==> config.mk <==
export PLATFORM = sky130hd
export DESIGN_NAME = multi_sensor_baseline_press_detect
export DESIGN_NICKNAME = d
export VERILOG_FILES = /design/src/hdl/msbpd_pkg.sv /design/src/hdl/msbpd_front.sv /design/src/hdl/msbpd_queue.sv /design/src/hdl/msbpd_back.sv /design/src/hdl/multi_sensor_baseline_press_detect.sv
export SDC_FILE = /design/constraint.sdc
export NUM_CORES = 1
export LEC_CHECK = 0
export BUFFER_PORTS_ARGS = -buffer_cell sky130_fd_sc_hd__buf_2
export CAP_MARGIN = 10
export CORE_MARGIN = 2
export CORE_UTILIZATION = 30
export CTS_CLUSTER_SIZE = 40
export DETAILED_ROUTE_END_ITERATION = 7
export HOLD_SLACK_MARGIN = 0.06
export PLACE_DENSITY = 0.48
export SLEW_MARGIN = 0
export SYNTH_ARGS = -nofsm -noshare
export SYNTH_HDL_FRONTEND = slang
export SYNTH_HIERARCHICAL = 1
export SYNTH_SLANG_ARGS = --single-unit
==> constraint.sdc <==
create_clock -name clk -period 8.5 [get_ports clk]
set_input_delay 0.85 -clock clk [delete_from_list [all_inputs] [get_ports clk]]
set_output_delay 0.85 -clock clk [all_outputs]
set_load 0.01 [all_outputs]
==> src/hdl/msbpd_pkg.sv <==
// types and constants shared by the press detector modules
// no dependencies
package msbpd_pkg;

    localparam int NUM_CHANNELS = 8;
    localparam int CAL_SAMPLES  = 16;
    localparam int SAMPLE_BITS  = 10;

    // fixed field widths
    localparam int CHANNEL_W = 3;
    localparam int SENS_W    = 16;
    localparam int CIU_W     = 4;
    localparam int CFG_DATA_W = 16;

    // derived widths
    localparam int CAL_CNT_W = (CAL_SAMPLES > 1) ? $clog2(CAL_SAMPLES) : 1;
    localparam int CAL_SUM_W = SAMPLE_BITS + $clog2(CAL_SAMPLES + 1);
    localparam int PROD_W    = SENS_W + SAMPLE_BITS;
    localparam int NUM_CH_W  = $clog2(NUM_CHANNELS + 1);

    localparam int QUEUE_DEPTH = 2;
    localparam int QUEUE_PTR_W = (QUEUE_DEPTH > 1) ? $clog2(QUEUE_DEPTH) : 1;
    localparam int QUEUE_CNT_W = $clog2(QUEUE_DEPTH + 1);

    localparam logic [SENS_W-1:0] SENS_RESET = SENS_W'(6554);
    localparam logic [CIU_W-1:0]  CIU_RESET  = CIU_W'(8);

    typedef enum logic [0:0] {
        REG_SENSITIVITY     = 1'b0,
        REG_CHANNELS_IN_USE = 1'b1
    } cfg_index_t;

    typedef enum logic [1:0] {
        OP_IGNORE,
        OP_CALIBRATE,
        OP_MEASURE
    } op_t;

    typedef struct packed {
        logic                   mode;
        logic [CHANNEL_W-1:0]   channel;
        logic [SAMPLE_BITS-1:0] sample;
    } in_item_t;

    typedef struct packed {
        logic                   channel_pressed;
        logic                   frame_done;
        logic                   all_pressed;
        logic                   reference_written;
        logic [SAMPLE_BITS-1:0] reference_value;
    } out_item_t;

    // classified command handed from the front to the back
    typedef struct packed {
        op_t                    op;
        logic [CHANNEL_W-1:0]   channel;
        logic [SAMPLE_BITS-1:0] sample;
        logic                   in_frame;
        logic                   frame_last;
    } cmd_t;

    typedef struct packed {
        logic [SENS_W-1:0] sensitivity;
        logic [CIU_W-1:0]  channels_in_use;
    } cfg_t;

    localparam logic MODE_CALIBRATE = 1'b0;

endpackage

==> src/hdl/msbpd_front.sv <==
// front stage: accepts input beats, classifies them and holds one command
// depends on msbpd_pkg
module msbpd_front (
    input  logic              clk,
    input  logic              rst_n,
    input  msbpd_pkg::cfg_t   cfg,
    input  logic              in_valid,
    output logic              in_ready,
    input  msbpd_pkg::in_item_t in_data,
    output logic              cmd_valid,
    input  logic              cmd_ready,
    output msbpd_pkg::cmd_t   cmd
);
    import msbpd_pkg::*;

    logic       stage_valid_reg;
    logic       stage_valid_next;
    cmd_t       stage_reg;
    cmd_t       stage_next;
    logic [CIU_W-1:0] n_eff;
    logic [CIU_W-1:0] ch_wide;
    logic       accept;

    // clamp channels in use to 1 .. NUM_CHANNELS
    always_comb
    begin
        n_eff = cfg.channels_in_use;
        if (n_eff == '0)
        begin
            n_eff = CIU_W'(1);
        end
        if (n_eff > CIU_W'(NUM_CHANNELS))
        begin
            n_eff = CIU_W'(NUM_CHANNELS);
        end
    end

    assign ch_wide = CIU_W'(in_data.channel);

    always_comb
    begin
        stage_next.channel    = in_data.channel;
        stage_next.sample     = in_data.sample;
        stage_next.in_frame   = (ch_wide < n_eff);
        stage_next.frame_last = (ch_wide == n_eff - CIU_W'(1));
        if (ch_wide >= CIU_W'(NUM_CHANNELS))
        begin
            stage_next.op = OP_IGNORE;
        end
        else if (in_data.mode == MODE_CALIBRATE)
        begin
            stage_next.op = OP_CALIBRATE;
        end
        else
        begin
            stage_next.op = OP_MEASURE;
        end
    end

    assign in_ready  = !stage_valid_reg || cmd_ready;
    assign accept    = in_valid && in_ready;
    assign cmd_valid = stage_valid_reg;
    assign cmd       = stage_reg;

    always_comb
    begin
        stage_valid_next = stage_valid_reg;
        if (accept)
        begin
            stage_valid_next = 1'b1;
        end
        else if (cmd_ready)
        begin
            stage_valid_next = 1'b0;
        end
    end

    always_ff @(posedge clk or negedge rst_n)
    begin
        if (!rst_n)
        begin
            stage_valid_reg <= 1'b0;
        end
        else
        begin
            stage_valid_reg <= stage_valid_next;
        end
    end

    always_ff @(posedge clk)
    begin
        if (accept)
        begin
            stage_reg <= stage_next;
        end
    end

endmodule

==> src/hdl/msbpd_queue.sv <==
// short command queue between front and back
// depends on msbpd_pkg
module msbpd_queue (
    input  logic            clk,
    input  logic            rst_n,
    input  logic            push_valid,
    output logic            push_ready,
    input  msbpd_pkg::cmd_t push_cmd,
    output logic            pop_valid,
    input  logic            pop_ready,
    output msbpd_pkg::cmd_t pop_cmd
);
    import msbpd_pkg::*;

    cmd_t                   mem [QUEUE_DEPTH];
    logic [QUEUE_PTR_W-1:0] wr_ptr_reg;
    logic [QUEUE_PTR_W-1:0] wr_ptr_next;
    logic [QUEUE_PTR_W-1:0] rd_ptr_reg;
    logic [QUEUE_PTR_W-1:0] rd_ptr_next;
    logic [QUEUE_CNT_W-1:0] count_reg;
    logic [QUEUE_CNT_W-1:0] count_next;
    logic                   do_push;
    logic                   do_pop;

    assign push_ready = (count_reg != QUEUE_CNT_W'(QUEUE_DEPTH));
    assign pop_valid  = (count_reg != '0);
    assign pop_cmd    = mem[rd_ptr_reg];
    assign do_push    = push_valid && push_ready;
    assign do_pop     = pop_valid && pop_ready;

    always_comb
    begin
        wr_ptr_next = wr_ptr_reg;
        rd_ptr_next = rd_ptr_reg;
        count_next  = count_reg;
        if (do_push)
        begin
            wr_ptr_next = (wr_ptr_reg == QUEUE_PTR_W'(QUEUE_DEPTH - 1)) ? '0
                                                                        : wr_ptr_reg + 1'b1;
        end
        if (do_pop)
        begin
            rd_ptr_next = (rd_ptr_reg == QUEUE_PTR_W'(QUEUE_DEPTH - 1)) ? '0
                                                                        : rd_ptr_reg + 1'b1;
        end
        if (do_push && !do_pop)
        begin
            count_next = count_reg + 1'b1;
        end
        else if (do_pop && !do_push)
        begin
            count_next = count_reg - 1'b1;
        end
    end

    always_ff @(posedge clk or negedge rst_n)
    begin
        if (!rst_n)
        begin
            wr_ptr_reg <= '0;
            rd_ptr_reg <= '0;
            count_reg  <= '0;
        end
        else
        begin
            wr_ptr_reg <= wr_ptr_next;
            rd_ptr_reg <= rd_ptr_next;
            count_reg  <= count_next;
        end
    end

    always_ff @(posedge clk)
    begin
        if (do_push)
        begin
            mem[wr_ptr_reg] <= push_cmd;
        end
    end

endmodule

==> src/hdl/msbpd_back.sv <==
// back stage: calibration accumulator, reference table, threshold test,
// frame and, and the output register
// depends on msbpd_pkg
module msbpd_back (
    input  logic                 clk,
    input  logic                 rst_n,
    input  msbpd_pkg::cfg_t      cfg,
    input  logic                 cmd_valid,
    output logic                 cmd_ready,
    input  msbpd_pkg::cmd_t      cmd,
    output logic                 out_valid,
    input  logic                 out_ready,
    output msbpd_pkg::out_item_t out_data
);
    import msbpd_pkg::*;

    logic [SAMPLE_BITS-1:0] ref_table_reg [NUM_CHANNELS];
    logic [SAMPLE_BITS-1:0] ref_new;
    logic                   ref_we;
    logic [CAL_SUM_W-1:0]   cal_sum_reg;
    logic [CAL_SUM_W-1:0]   cal_sum_next;
    logic [CAL_SUM_W-1:0]   cal_sum_inc;
    logic [CAL_CNT_W-1:0]   cal_cnt_reg;
    logic [CAL_CNT_W-1:0]   cal_cnt_next;
    logic [CAL_CNT_W:0]     cal_cnt_inc;
    logic                   frame_ok_reg;
    logic                   frame_ok_next;
    logic                   frame_ok_and;
    logic                   out_valid_reg;
    logic                   out_valid_next;
    out_item_t              out_reg;
    out_item_t              out_next;
    logic [SAMPLE_BITS-1:0] ref_cur;
    logic [SAMPLE_BITS-1:0] diff;
    logic [PROD_W-1:0]      lhs;
    logic [PROD_W-1:0]      rhs;
    logic                   pressed;
    logic                   take;

    assign cmd_ready = !out_valid_reg || out_ready;
    assign take      = cmd_valid && cmd_ready;
    assign out_valid = out_valid_reg;
    assign out_data  = out_reg;

    assign ref_cur = ref_table_reg[cmd.channel];

    // deviation * 2^16 against sensitivity * reference
    assign diff    = (ref_cur >= cmd.sample) ? ref_cur - cmd.sample : cmd.sample - ref_cur;
    assign lhs     = {diff, SENS_W'(0)};
    assign rhs     = PROD_W'(cfg.sensitivity) * PROD_W'(ref_cur);
    assign pressed = (lhs >= rhs);

    assign cal_sum_inc  = cal_sum_reg + CAL_SUM_W'(cmd.sample);
    assign cal_cnt_inc  = {1'b0, cal_cnt_reg} + 1'b1;
    assign frame_ok_and = frame_ok_reg && pressed;

    always_comb
    begin
        cal_sum_next   = cal_sum_reg;
        cal_cnt_next   = cal_cnt_reg;
        frame_ok_next  = frame_ok_reg;
        ref_we         = 1'b0;
        ref_new        = SAMPLE_BITS'(cal_sum_inc / CAL_SAMPLES);
        out_next       = '0;
        out_valid_next = out_valid_reg;
        if (out_ready)
        begin
            out_valid_next = 1'b0;
        end
        if (take)
        begin
            out_valid_next = 1'b1;
            case (cmd.op)
                OP_CALIBRATE:
                begin
                    out_next.reference_value = ref_cur;
                    if (cal_cnt_inc >= (CAL_CNT_W + 1)'(CAL_SAMPLES))
                    begin
                        ref_we                     = 1'b1;
                        cal_sum_next               = '0;
                        cal_cnt_next               = '0;
                        out_next.reference_written = 1'b1;
                        out_next.reference_value   = ref_new;
                    end
                    else
                    begin
                        cal_sum_next = cal_sum_inc;
                        cal_cnt_next = cal_cnt_inc[CAL_CNT_W-1:0];
                    end
                end
                OP_MEASURE:
                begin
                    out_next.channel_pressed = pressed;
                    out_next.reference_value = ref_cur;
                    if (cmd.in_frame)
                    begin
                        if (cmd.frame_last)
                        begin
                            out_next.frame_done  = 1'b1;
                            out_next.all_pressed = frame_ok_and;
                            frame_ok_next        = 1'b1;
                        end
                        else
                        begin
                            frame_ok_next = frame_ok_and;
                        end
                    end
                end
                default:
                begin
                    out_next = '0;
                end
            endcase
        end
    end

    always_ff @(posedge clk or negedge rst_n)
    begin
        if (!rst_n)
        begin
            cal_sum_reg   <= '0;
            cal_cnt_reg   <= '0;
            frame_ok_reg  <= 1'b1;
            out_valid_reg <= 1'b0;
            for (int i = 0; i < NUM_CHANNELS; i++)
            begin
                ref_table_reg[i] <= '0;
            end
        end
        else
        begin
            cal_sum_reg   <= cal_sum_next;
            cal_cnt_reg   <= cal_cnt_next;
            frame_ok_reg  <= frame_ok_next;
            out_valid_reg <= out_valid_next;
            if (ref_we)
            begin
                ref_table_reg[cmd.channel] <= ref_new;
            end
        end
    end

    always_ff @(posedge clk)
    begin
        if (take)
        begin
            out_reg <= out_next;
        end
    end

endmodule

==> src/hdl/multi_sensor_baseline_press_detect.sv <==
// top level of the baseline calibrated press detector
// depends on msbpd_pkg, msbpd_front, msbpd_queue, msbpd_back
//
// each input beat is one adc sample tagged with a channel and a mode. calibration
// beats (mode 0) are summed; every CAL_SAMPLES of them the floored mean becomes the
// reference of the channel carried by the finishing beat, and reference_written is
// set on that result. measurement beats (mode 1) report channel_pressed when
// |reference - sample| * 65536 >= sensitivity * reference, so a zero reference is
// always pressed. pressed flags of the channels in use are and-ed over a frame and
// all_pressed comes out with frame_done on the last channel in use. exactly one
// result beat leaves for every input beat, in order. throughput is one beat per
// clock sustained while out_ready is held high; a beat passes through the front
// register, a queue entry and the output register in that order. the back stage
// computes the 16 x 10 bit multiply and compare of the threshold test
// combinationally. the two-entry queue lets the front keep taking beats while the
// output is stalled, until the queue and the front register are full.
// configuration writes should only be made while the block holds no beat.
module multi_sensor_baseline_press_detect (
    input  logic                            clk,
    input  logic                            rst_n,
    input  logic                            cfg_we,
    input  msbpd_pkg::cfg_index_t           cfg_index,
    input  logic [msbpd_pkg::CFG_DATA_W-1:0] cfg_data,
    input  logic                            in_valid,
    output logic                            in_ready,
    input  msbpd_pkg::in_item_t             in_data,
    output logic                            out_valid,
    input  logic                            out_ready,
    output msbpd_pkg::out_item_t            out_data
);
    import msbpd_pkg::*;

    // configuration registers
    logic [SENS_W-1:0] sensitivity_reg;
    logic [SENS_W-1:0] sensitivity_next;
    logic [CIU_W-1:0]  channels_in_use_reg;
    logic [CIU_W-1:0]  channels_in_use_next;
    cfg_t              cfg;

    // front to queue
    logic fq_valid;
    logic fq_ready;
    cmd_t fq_cmd;

    // queue to back
    logic qb_valid;
    logic qb_ready;
    cmd_t qb_cmd;

    always_comb
    begin
        sensitivity_next     = sensitivity_reg;
        channels_in_use_next = channels_in_use_reg;
        if (cfg_we)
        begin
            case (cfg_index)
                REG_SENSITIVITY:     sensitivity_next     = cfg_data[SENS_W-1:0];
                REG_CHANNELS_IN_USE: channels_in_use_next = cfg_data[CIU_W-1:0];
                default:             sensitivity_next     = sensitivity_reg;
            endcase
        end
    end

    always_ff @(posedge clk or negedge rst_n)
    begin
        if (!rst_n)
        begin
            sensitivity_reg     <= SENS_RESET;
            channels_in_use_reg <= CIU_RESET;
        end
        else
        begin
            sensitivity_reg     <= sensitivity_next;
            channels_in_use_reg <= channels_in_use_next;
        end
    end

    assign cfg.sensitivity     = sensitivity_reg;
    assign cfg.channels_in_use = channels_in_use_reg;

    // classify beats: ignore out-of-table channels, tag frame membership
    msbpd_front u_front (
        .clk       (clk),
        .rst_n     (rst_n),
        .cfg       (cfg),
        .in_valid  (in_valid),
        .in_ready  (in_ready),
        .in_data   (in_data),
        .cmd_valid (fq_valid),
        .cmd_ready (fq_ready),
        .cmd       (fq_cmd)
    );

    // decouples front acceptance from back stalls
    msbpd_queue u_queue (
        .clk        (clk),
        .rst_n      (rst_n),
        .push_valid (fq_valid),
        .push_ready (fq_ready),
        .push_cmd   (fq_cmd),
        .pop_valid  (qb_valid),
        .pop_ready  (qb_ready),
        .pop_cmd    (qb_cmd)
    );

    // state update, threshold test and registered result
    msbpd_back u_back (
        .clk       (clk),
        .rst_n     (rst_n),
        .cfg       (cfg),
        .cmd_valid (qb_valid),
        .cmd_ready (qb_ready),
        .cmd       (qb_cmd),
        .out_valid (out_valid),
        .out_ready (out_ready),
        .out_data  (out_data)
    );

endmodule
* After elaboration in Yosys (flattened, before gate mapping)
Memory sizes are Yosys's and may differ from the RTL's.
Cells that the tools add are included.
Widths: inputs -> output; s select.
** Storage, ports and cells
- Register bits after elaboration :: 157
- Memory bits (writable) :: 34
- Input port bits :: 36
- Output and inout bits :: 16
- Word-level logic and storage cells :: 106
- Memories kept :: 1
** Memories
- u_queue.mem :: words 2, bits a word 17, rd ports 1, clocked after Yosys merged registers in 0, write ports 1, RTL line msbpd_queue.sv:15 : cmd_t mem [QUEUE_DEPTH];
** Cells by class
- Add/sub/neg operators :: 9
- $mul :: 1
- Order comparisons :: 8
- Equal/unequal tests :: 4
- Muxes and demuxes :: 29
- Bitwise operators :: 2
- Reduce and logical (&&, ||, !) cells :: 24
** Operator list (count)
- $bwmux 80 :: 1
- $mux 10 :: 4
- $bmux 10 s3 :: 1
- $demux 10 s3 :: 1
- $ge 26x26->1 :: 1
- $mul 16x10->26 :: 1
- $pmux 10 s2 :: 1
- $sub 10x10->10 :: 2
- $add 15x10->15 :: 1
- $mux 15 :: 1
- $mux 1 :: 12
- $mux 4 :: 3
- $mux 11 :: 1
- $ge 10x10->1 :: 1
- $mux 2 :: 4
- $reduce_and 2->1 :: 4
- $reduce_bool 2->1 :: 4
- $logic_and 1x1->1 :: 7
- $reduce_and 3->1 :: 2
- $add 4x1->5 const B :: 1
- $ge 5x5->1 const B :: 1
- $eq 3x4->1 :: 1
- $ge 3x4->1 const B :: 1
- $ge 4x4->1 const B :: 1
- 15 further kinds :: 20

* Logic depth before layout (Yosys ltp)
Gate-level depths: netlist of run 1.
An unclocked memory read counts as a cell.
- Word-level depth :: 10
- Mapped depth :: 41
- Gate-level depth less buffers :: 37

* By module
The synthesis of run 1 kept the hierarchy.
** Modules (own cells, without submodules)
- msbpd_back :: instances 1, cells an instance 1257, area an instance 11897.7 um^2, sequential area each 2924.1 um^2
- msbpd_queue :: instances 1, cells an instance 71, area an instance 1473.9 um^2, sequential area each 1121.1 um^2
- multi_sensor_baseline_press_detect :: instances 1, cells an instance 44, area an instance 822.0 um^2, sequential area each 510.5 um^2
- msbpd_front :: instances 1, cells an instance 40, area an instance 709.4 um^2, sequential area each 535.5 um^2

* Least setup slack after synthesis of run 1
No wires, ideal clock.
- Path kind :: flip-flop to flip-flop
- Start :: register u_queue.rd_ptr_reg
- End :: register u_back.out_reg (netlist bit u_back/out_data[11]), data pin
- Setup time :: 0.132 ns
- Arrival :: 8.949 ns
- Data required time :: 8.368 ns
- Slack :: -0.581 ns
- Cell stages (with the launch flop) :: 40
- Path buffers :: 6
- Period minus slack after synthesis :: 9.081 ns
- Cells stage by stage :: dfrtp_1 -> buf_6 -> buf_12 -> mux2_4 -> buf_2 -> buf_2 -> mux2_2 -> a22oi_1 -> o221ai_1 -> clkbuf_1 -> nand2_1 -> fa_1 -> inv_1 -> fa_1 -> inv_1 -> fa_1 -> inv_1 -> fa_1 -> [... 4 more ...] -> a221oi_2 -> nand2_1 -> o21ai_2 -> o31a_1 -> a211oi_1 -> a2111oi_2 -> a21oi_1 -> xnor2_1 -> ha_1 -> nand4b_1 -> nor4b_1 -> nand4_1 -> a2111oi_0 -> o2111ai_1 -> a211oi_1 -> nand4_1 -> o21ai_0 -> and3_1
** RTL lines
- start, declared :: RTL line msbpd_queue.sv:18 : logic [QUEUE_PTR_W-1:0] rd_ptr_reg;
- start signal, assigned :: RTL line msbpd_queue.sv:67 : rd_ptr_reg <= rd_ptr_next;
- end signal, assigned :: RTL line msbpd_back.sv:147 : out_reg <= out_next;
- end, declared :: RTL line msbpd_back.sv:31 : out_item_t out_reg;

==> results of run 1 <==
-- cell families after synthesis --
kind of cell | count (synthesis) | synth area share (%)
fa+ha+maj | 221 | 24.2
buf+inv | 201 | 5.51
simple gates | 408 | 13.4
flops | 190 | 34.2
mux | 128 | 10.3
xor+xnor | 44 | 2.59
compound gates | 220 | 9.81
-- cell usage in the layout (no fill, tap or decap), drive strengths merged, types with 8 or more instances in the layout --
cell type | Yosys | layout
a21o | 21 | 21
a21oi | 60 | 60
a22o | 8 | 8
a22oi | 13 | 13
and2 | 76 | 76
and3 | 12 | 12
buf | 31 | 173
clkbuf | 32 | 25
dfrtp | 116 | 116
dfstp | 9 | 9
edfxtp | 65 | 65
fa | 113 | 113
ha | 108 | 108
inv | 137 | 139
mux2 | 107 | 107
mux2i | 18 | 18
nand2 | 161 | 161
nand2b | 17 | 17
nand3 | 20 | 20
nor2 | 61 | 61
nor2b | 17 | 17
nor3 | 15 | 15
o21ai | 46 | 46
xnor2 | 29 | 29
xor2 | 15 | 15
-- cell usage after synthesis (4+ instances only) --
master / instances
buf_2: 9
o211ai_1: 4
nand3_1: 20
o21bai_1: 4
nand3b_1: 4
a211o_1: 5
mux2_2: 87
nand2b_1: 16
nor2_1: 61
mux2i_1: 18
nor3_1: 15
o31ai_1: 7
and2_1: 76
mux2_4: 20
a211oi_1: 7
xnor2_1: 29
nor3b_1: 4
edfxtp_1: 65
dfrtp_1: 116
nand4_1: 6
o21a_1: 7
xor2_1: 15
inv_1: 136
fa_1: 113
buf_1: 17
a22oi_1: 13
a22o_1: 8
and3_1: 12
clkbuf_1: 32
nand2_1: 160
a21o_1: 21
dfstp_2: 9
a31oi_1: 7
ha_1: 108
nor2b_1: 16
o21ai_0: 43
a21oi_1: 59
-- metal layers --
layer	vias up	GRT usage, %	part of all wire (%)
met4	0	5.03	2.0
li1	5064	-	-
met1	5575	22.0	45
met3	43	2.19	3.3
met5	-	0	0
met2	214	29.1	49
-- worst max-delay path by stage --
stage,start,end,cells past startpoint
2_1_floorplan,u_queue/rd_ptr_reg,u_back/out_data[11],39
3_3_place_gp,u_queue/rd_ptr_reg,u_back/out_data[11],33
6_report,u_queue/rd_ptr_reg,u_back/out_data[11],37
3_5_place_dp,u_queue/rd_ptr_reg,u_back/out_data[11],33
5_1_grt,u_queue/rd_ptr_reg,u_back/out_data[11],36
4_1_cts,u_queue/rd_ptr_reg,u_back/out_data[11],37
-- worst register-to-register path, delay by kind of cell, from the launching register on --
| kind | cells | cell delay, ns |
|---|---|---|
| mux | 1 | 0.36 |
| fa+ha+maj | 7 | 3.03 |
| compound gates | 11 | 1.91 |
| xor+xnor | 1 | 0.13 |
| buf+inv | 8 | 1.01 |
| simple gates | 9 | 1.38 |
| flops | 1 | 0.42 |
-- power groups by stage --
stage,combinational [mW],sequential (mW),clock [mW]
floorplan,1.70,1.22,0
global placement,2.51,1.27,0
detailed placement,2.54,1.27,0
CTS,2.61,1.26,0.880
global route,2.96,1.27,0.913
finish,2.67,1.25,0.856
-- area by class of cell --
type / instances / area, um^2
fill: 4893 / 31200
clock inverter: 8 / 131
tap: 664 / 831
clock buffer: 24 / 472
sequential: 190 / 5090
timing repair buffer: 174 / 1350
multi-input combinational: 1022 / 9340
inverter: 138 / 522
-- stage by stage --
step	TNS, ns	total power, mW
floorplan	-0.0704	2.92
global placement	-0.835	3.78
detailed placement	-1.19	3.81
CTS	0	4.74
global route	-0.605	5.14
finish	0	4.78
-- timing repair --
item                       in CTS  in global routing
setup buffers                  16                 10
pin swaps                      26                 27
cloned                          1                  1
resized for setup              22                 31
setup endpoints to repair       3                  3
==> key figures, run 1 <==
Outcome
  • Outcome: completed

Layout
  • Core Util, Final: 36.2%
  • Max reg flops: 80
  • Post-route cell area: 17700 um^2
  • Synth-to-layout area growth: 19.0%
  • Final Instance Count excl. Fillers: 2220
  • NumNets Final: 1800
  • N_diodes: 0
  • Layout cells sized above 1: 25.2%

Drt
  • Post-DR vias/cell: 4.91
  • Wire per inst: 18.8 um
  • Initial detailed-routing violation count: 586
  • DR vias: 10900
  • DRT antenna net count: 0
  • # DRC: 0
  • Final wirelength: 41.7 mm
  • Pre-antenna DRT Iters: 6

CTS
  • Clock Sinks: 190
  • Clk buf depth: 2
  • TritonCTS Buffers: 17
  • Clock network latency to the later pin of the worst-skew pair: 0.46 ns
  • Root buf cell: clkbuf_16
  • Clock transition at path regs: 0.08 ns
  • H-tree depth: 4
  • # hold bufs at CTS: 0
  • TritonCTS clock tree: done

Logic synthesis
  • Post-synth top area cell: dfrtp_1
  • Ranking of synthesized cells by area: dfrtp_1 19%, fa_1 15%, edfxtp_1 13%
  • Number of synthesized flops with an enable pin: 65
  • Netlist cell types: 78
  • Synth Instances: 1412
  • Post-synthesis sequential area ratio: 34.2%
  • Synth top area share: 19.5%
  • Mean Syn Cell Area: 10.6 um^2
  • Post-synthesis async set-or-reset flop share: 65.8%
  • Syn nets: 1669
  • Synth Register Bits: 190
  • Post-Syn Area: 14900 um^2
  • Ys Warns: 6
  • Synth Flop Type: dfrtp_1

Worst setup path
  • Arrival time worst endpoint: 8.75 ns
  • Capturing element type of the critical path: register
  • CP startpoint kind: register
  • Slowest stage delay, CP: 0.56 ns
  • Worst EP required: 8.84 ns
  • Crit Path Class: register to register
  • R2r worst-path depth: 37
  • CP max-delay cell: fa_1
  • Worst R2R End: u_back/out_data[11]
  • Reg2reg start: u_queue/rd_ptr_reg
  • Worst path most repeated cell: fa_1
  • FF-to-FF setup slack: 0.09 ns
  • Peak fanout along the critical path: 6
  • Buffers & Inverters on Critical Path: 8
  • CP top delay family: adder cells

Placement
  • GP Congestion: 0.839
  • Final HPWL DP: 31.6 mm
  • Port bufs: 51
  • Pre-CTS setup slack: -0.581 ns
  • Post-Place Cell Area: 16600 um^2
  • Post-placement cell count: 2160

STA
  • Pins over their slew limit: 0
  • Slew HR: 23.3%
  • Hold WS: 0.361 ns
  • RSZ-0062 raised after global routing: yes
  • Final worst slack: 0.0945 ns
  • # setup viols final: 0
  • Period utilization: 98.9%
  • Endpoints failing hold: 0
  • Clk_skew: 0.0105 ns
  • Post-route minimum period: 8.41 ns
  • Fmax: 0.119 GHz
  • Worst-margin pin slew: 1.14 ns

Global routing
  • Largest net degree at the start of global routing: 68
  • Initial antenna violation count: 0
  • First-pass GRT wire length: 65.6 mm
  • Total global routing overflow: 0
  • Vias in the first global route: 11300
  • GRT Total Usage: 16.9%

Power
  • Switch share: 43.5%
  • Combinational share of power: 55.9%
  • PD cells: 270 nW/um^2
  • Seq pwr share: 26.2%
  • Peak supply drop: 168 uV
  • Net Sw Power: 2.08 mW
  • Cell leakage power: 8.36 nW
  • Clock power frac: 17.9%
  • Cell-internal power: 2.70 mW

Worst hold path
  • Worst hold path class: input port to async pin

Floorplan
  • Die ar.: 51500 um^2
  • Die H: 227 um
  • Die Span X: 227 um
  • Area of the core: 49000 um^2
  • Initial core utilization: 30.4%
  • IO Pins: 52
  • Rows: 81

Job
  • Maximum Capacitance Violations: 0
Power figures use the tool's default switching activity.
==> run 2, diff against run 1 <==
Settings changed: BUFFER_PORTS_ARGS -buffer_cell sky130_fd_sc_hd__buf_2 to -buffer_cell sky130_fd_sc_hd__buf_4, CORE_UTILIZATION 30 to 58, PLACE_DENSITY 0.48 to 0.8.
==> run 2 against run 1 <==
  * Cell count is 16% lower
  * Global-route usage is 13 points higher
  * Clock power is 8.5% lower
  * Critical path depth is 3 lower
  * Die area is 48% lower
  * Clock skew is 0.0054 ns higher
  * Worst hold slack better by 0.081 ns
  * First-iteration DRC count is 93% higher
  * Non-clock buffer count is 25 lower
  * Sequential power hardly changed
  * Power is 1.7% lower
==> key figures, run 2 (synthesis gave the netlist of run 1 again) <==
Layout
  • Layout cells sized above 1: 24.6%
  • Synth-to-layout area growth: 15.9%
  • Reg area: 5090 um^2
  • Commonest non-fill, non-tap cells in the layout: 155 x nand2_1, 139 x buf_4, 134 x inv_1
  • Number of fill cells: 1728
  • Max reg flops: 80
  • Area of the multi-input gates: 9460 um^2
  • NumNets Final: 1778
  • Commonest non-fill, non-tap cell in the layout: nand2_1

Job
  • Maximum Capacitance Violations: 0

Power
  • Seq pwr share: 27.1%
  • Peak supply drop: 239 uV
  • Switch share: 44.7%
  • Combinational share of power: 56.3%
  • PD cells: 272 nW/um^2
  • Cell leakage power: 8.27 nW
  • Net Sw Power: 2.10 mW
  • Clock power frac: 16.6%
  • Cell-internal power: 2.60 mW

Worst setup path
  • CP Capture Point: u_back/out_data[11]
  • Peak fanout along the critical path: 7
  • Worst R2R End: u_back/out_data[11]
  • Worst EP required: 8.82 ns
  • Slowest stage delay, CP: 0.55 ns
  • Crit Path Class: register to register
  • Reg2reg start: u_queue/rd_ptr_reg
  • CP startpoint kind: register
  • Capturing element type of the critical path: register
  • Arrival time worst endpoint: 8.80 ns
  • CP max-delay cell: fa_1
  • Worst path most repeated cell: fa_1
  • R2r worst-path depth: 34
  • FF-to-FF setup slack: 0.02 ns
  • Crit path launch: u_queue/rd_ptr_reg

STA
  • Final worst slack: 0.0182 ns
  • Period utilization: 99.8%
  • Hold WS: 0.442 ns
  • Pins over their slew limit: 0
  • Slew HR: 20.2%
  • Endpoints failing hold: 0
  • # setup viols final: 0
  • Total Neg Setup Slack: 0 ns
  • Post-route minimum period: 8.48 ns
  • Worst-margin pin slew: 1.19 ns
  • RSZ-0062 raised after global routing: yes
  • Clk_skew: 0.0159 ns
  • Fmax: 0.118 GHz

Outcome
  • Outcome: completed

Placement
  • Pre-CTS setup slack: -0.231 ns
  • GP Congestion: 0.933
  • Port bufs: 51
  • Final HPWL DP: 28.2 mm

Floorplan
  • IO Pins: 52
  • Die ar.: 27000 um^2
  • Rows: 58
  • Die H: 164 um
  • Initial core utilization: 59.2%
  • Area of the core: 25200 um^2
  • Die Span X: 164 um

Global routing
  • Vias in the first global route: 12000
  • GRT Total Usage: 30.3%
  • Total global routing overflow: 0
  • Largest net degree at the start of global routing: 71
  • First-pass GRT wire length: 62.3 mm
  • Initial antenna violation count: 1

Drt
  • Pre-antenna DRT Iters: 5
  • DRT antenna net count: 0
  • Post-DR vias/cell: 6.21
  • Initial detailed-routing violation count: 1130
  • Wire per inst: 21.7 um
  • # DRC: 0
  • Final wirelength: 40.5 mm
  • DR vias: 11600

CTS
  • Clock Sinks: 190
  • Root buf cell: clkbuf_16
  • Clock transition at path regs: 0.08 ns
  • # hold bufs at CTS: 0
  • TritonCTS clock tree: done
  • Clk buf depth: 2
  • TritonCTS Buffers: 17
  • H-tree depth: 4
  • Clock network latency to the later pin of the worst-skew pair: 0.44 ns

Worst hold path
  • Worst hold path class: register to register
-- run 2: cell types whose count changed in the layout (fill, tap and decap cells not counted), moves of 4 or more --
cell	delta
nor2_1	-4
buf_2	-50
buf_12	-5
nand2_2	-6
buf_4	+33
clkbuf_1	-5
nand2_1	+4
-- run 2: timing repair --
action / in CTS / in global routing
gates resized for setup: 17 / 54
buffers inserted: 12 / 11
endpoints found under the setup margin: 2 / 3
pin swaps: 10 / 40
cloned: 1 / 3
-- run 2: worst min-delay path by stage --
stage                          startpoint                  to  slack [ns]  cells after the start
after global routing       u_front/cmd[2]   u_queue/mem[0][2]        0.45                      0
after floorplan            u_front/cmd[0]   u_queue/mem[0][0]        0.42                      0
after global placement    u_front/cmd[15]  u_queue/mem[0][15]        0.42                      0
after CTS                  u_front/cmd[2]   u_queue/mem[1][2]        0.44                      0
final                      u_front/cmd[2]   u_queue/mem[1][2]        0.44                      0
after detailed placement   u_front/cmd[2]   u_queue/mem[1][2]        0.43                      0
-- run 2: final cells by class --
class | instances | area share [%]
clock inverter | 14 | 0.754
inverter | 138 | 3.02
antenna | 2 | 0.0290
sequential | 190 | 29.5
multi-input combinational | 1025 | 54.8
tap | 330 | 2.39
timing repair buffer | 149 | 6.95
clock buffer | 18 | 2.54
-- run 2: power groups by stage --
stage | clock network, mW | logic [mW] | registers [mW]
final | 0.783 | 2.65 | 1.27
after global routing | 0.819 | 2.87 | 1.29
after CTS | 0.784 | 2.44 | 1.27
after detailed placement | 0 | 2.36 | 1.28
after global placement | 0 | 2.30 | 1.27
after floorplan | 0 | 1.70 | 1.22
-- run 2: metal layers --
metal / vias up / part of all wire, % / wire (um) / track usage, %
li1: 5039 / - / - / -
met5: - / 0 / 0 / 0
met1: 5754 / 38 / 15600 / 36.6
met4: 0 / 5.7 / 2310 / 17.4
met3: 182 / 8.0 / 3250 / 6.34
met2: 604 / 48 / 19400 / 50.4
-- run 2: worst max-delay path: cells and delay by family, from the launching register on --
kind / cells / cell delay (ns)
AO/OA/AOI/OAI: 13 / 2.55
XOR/XNOR: 1 / 0.13
adder cells (fa/ha/maj): 7 / 3.11
buffers and inverters: 4 / 0.43
flip-flops: 1 / 0.45
multiplexers: 2 / 0.69
AND/OR/NAND/NOR: 7 / 0.98
-- run 2: metrics by stage --
stage | area (um^2) | power (mW) | std cells | util [%]
after floorplan | 15100 | 2.92 | 1412 | -
after global placement | 16100 | 3.57 | 1805 | 64.0
after CTS | 16900 | 4.49 | 1850 | 67.0
after global routing | 17300 | 4.98 | 1864 | 68.5
after detailed placement | 16100 | 3.64 | 1805 | 64.0
final | 17300 | 4.70 | 1866 | 68.6
==> run 3, diff against run 2 <==
Settings changed: PLACE_DENSITY 0.8 to 0.85.
==> run 3 against run 2 <==
  * The flow now finishes with violations (setup timing)
  * Count of clock-buffer cells in the layout did not move
  * Routed wire length grew 7.6%
  * Critical path depth grew 1
  * Utilization up 1.0 points
  * Critical endpoint unchanged
==> key figures, run 3 (synthesis gave the netlist of run 1 again) <==
Drt
  • DR vias: 12100
  • Pre-antenna DRT Iters: 8
  • Initial detailed-routing violation count: 1277
  • DRT antenna net count: 0
  • Wire per inst: 23.0 um
  • Final wirelength: 43.6 mm
  • Post-DR vias/cell: 6.41
  • # DRC: 0

Worst setup path
  • Reg2reg start: u_queue/rd_ptr_reg
  • Slowest stage delay, CP: 0.52 ns
  • Peak fanout along the critical path: 10
  • CP startpoint kind: register
  • Arrival time worst endpoint: 8.92 ns
  • Worst EP required: 8.82 ns
  • FF-to-FF setup slack: -0.1 ns
  • CP max-delay cell: fa_1
  • R2r worst-path depth: 35
  • Crit Path Class: register to register
  • Capturing element type of the critical path: register
  • Worst R2R End: u_back/out_data[11]
  • Worst path most repeated cell: fa_1

STA
  • Worst-margin pin slew: 1.37 ns
  • Hold WS: 0.446 ns
  • Endpoints failing hold: 0
  • Fmax: 0.116 GHz
  • Pins over their slew limit: 0
  • Period utilization: 101%
  • Slew HR: 8.24%
  • Post-route minimum period: 8.60 ns
  • RSZ-0062 raised after global routing: yes
  • Final worst slack: -0.0955 ns
  • Total Neg Setup Slack: -0.157 ns
  • Clk_skew: 0.0124 ns
  • # setup viols final: 2

Outcome
  • Outcome: complete, but fails checks
  • Failing checks: setup timing

Placement
  • Final HPWL DP: 28.3 mm
  • Pre-CTS setup slack: -0.276 ns
  • Post-placement cell count: 1822
  • Port bufs: 51
  • GP Congestion: 0.943
  • Post-Place Cell Area: 16200 um^2

CTS
  • TritonCTS Buffers: 17
  • Clock network latency to the later pin of the worst-skew pair: 0.45 ns
  • Root buf cell: clkbuf_16
  • H-tree depth: 4
  • Clock Sinks: 190
  • TritonCTS clock tree: done
  • Clk buf depth: 2
  • Clock transition at path regs: 0.08 ns

Layout
  • Max reg flops: 80
  • Post-route cell area: 17500 um^2
  • Commonest non-fill, non-tap cells in the layout: 163 x buf_4, 153 x nand2_1, 132 x inv_1
  • Area of the multi-input gates: 9480 um^2
  • Layout cells sized above 1: 26.7%
  • Reg area: 5090 um^2
  • Commonest non-fill, non-tap cell in the layout: buf_4
  • N_diodes: 0
  • Final Instance Count excl. Fillers: 1893
  • Number of fill cells: 1547
  • Core Util, Final: 69.6%
  • Synth-to-layout area growth: 17.5%
  • NumNets Final: 1807

Power
  • Cell leakage power: 8.40 nW
  • Peak supply drop: 279 uV
  • PD cells: 281 nW/um^2
  • Total power: 4.92 mW

Floorplan
  • Area of the core: 25200 um^2
  • Rows: 58
  • Die Span X: 164 um
  • Die ar.: 27000 um^2
  • Initial core utilization: 59.2%
  • IO Pins: 52
  • Die H: 164 um

Job
  • Maximum Capacitance Violations: 0

Global routing
  • GRT Total Usage: 31.1%
  • Largest net degree at the start of global routing: 70
  • Total global routing overflow: 0
  • First-pass GRT wire length: 63.9 mm
  • Initial antenna violation count: 1
  • Vias in the first global route: 12200

Worst hold path
  • Hold path endpoint: u_queue/mem[1][8]
  • HP Start: u_front/cmd[8]
  • Worst hold path class: register to register
  • Hold path cells: 0
[run 3: worst max path at each step]
stage | cells after the start | endpoint | startpoint | slack, ns
6_report | 35 | u_back/out_data[11] | u_queue/rd_ptr_reg | -0.1
3_5_place_dp | 35 | u_back/out_data[11] | u_queue/rd_ptr_reg | -0.28
3_3_place_gp | 34 | u_back/out_data[11] | u_queue/rd_ptr_reg | -0.13
2_1_floorplan | 39 | u_back/out_data[11] | u_queue/rd_ptr_reg | -0.05
5_1_grt | 35 | u_back/out_data[11] | u_queue/rd_ptr_reg | -0.55
4_1_cts | 36 | u_back/out_data[11] | u_queue/rd_ptr_reg | 0.008
[run 3: worst max-delay path: cells and delay by family (launching register included)]
kind / cells / cell delay [ns]
AOI/OAI and AO/OA: 13 / 2.38
xor gates and xnor gates: 1 / 0.09
adders and majority gates: 7 / 3.09
buffers and inverters: 4 / 0.58
DFF: 1 / 0.47
muxes: 1 / 0.39
and+or+nand+nor: 9 / 1.45
[run 3: layout make-up]
| type | instances | share of cell area (%) |
|---|---|---|
| multi-input cells | 1026 | 54.1 |
| flip-flops and latches | 190 | 29.1 |
| inverters | 138 | 3.00 |
| well taps | 330 | 2.36 |
| repair buffers | 177 | 8.01 |
| clock inverters | 14 | 0.936 |
| clock buffers | 18 | 2.51 |
[run 3: power by group]
group          leakage, nW  switching (mW)  internal [mW]
Combinational         5.83            1.69           1.14
Clock                0.296           0.413          0.406
Sequential            2.27           0.134           1.14
[run 3: per-layer routing]
layer / part of all wire, % / vias up / global-route usage (%) / wire (um)
li1: - / 5089 / - / -
met4: 8.0 / 0 / 17.5 / 3480
met3: 11 / 300 / 6.36 / 4720
met5: 0 / - / 0 / 0
met1: 35 / 5856 / 37.3 / 15100
met2: 47 / 896 / 52.5 / 20300
[run 3: repair_timing]
action                                 CTS  global route
resized for setup                       26            60
setup endpoints to repair                2             3
pin swaps                               21            28
setup buffers                           14            20
hold buffers                             0             0
endpoints found under the hold margin    0             0
gates cloned                             4             1
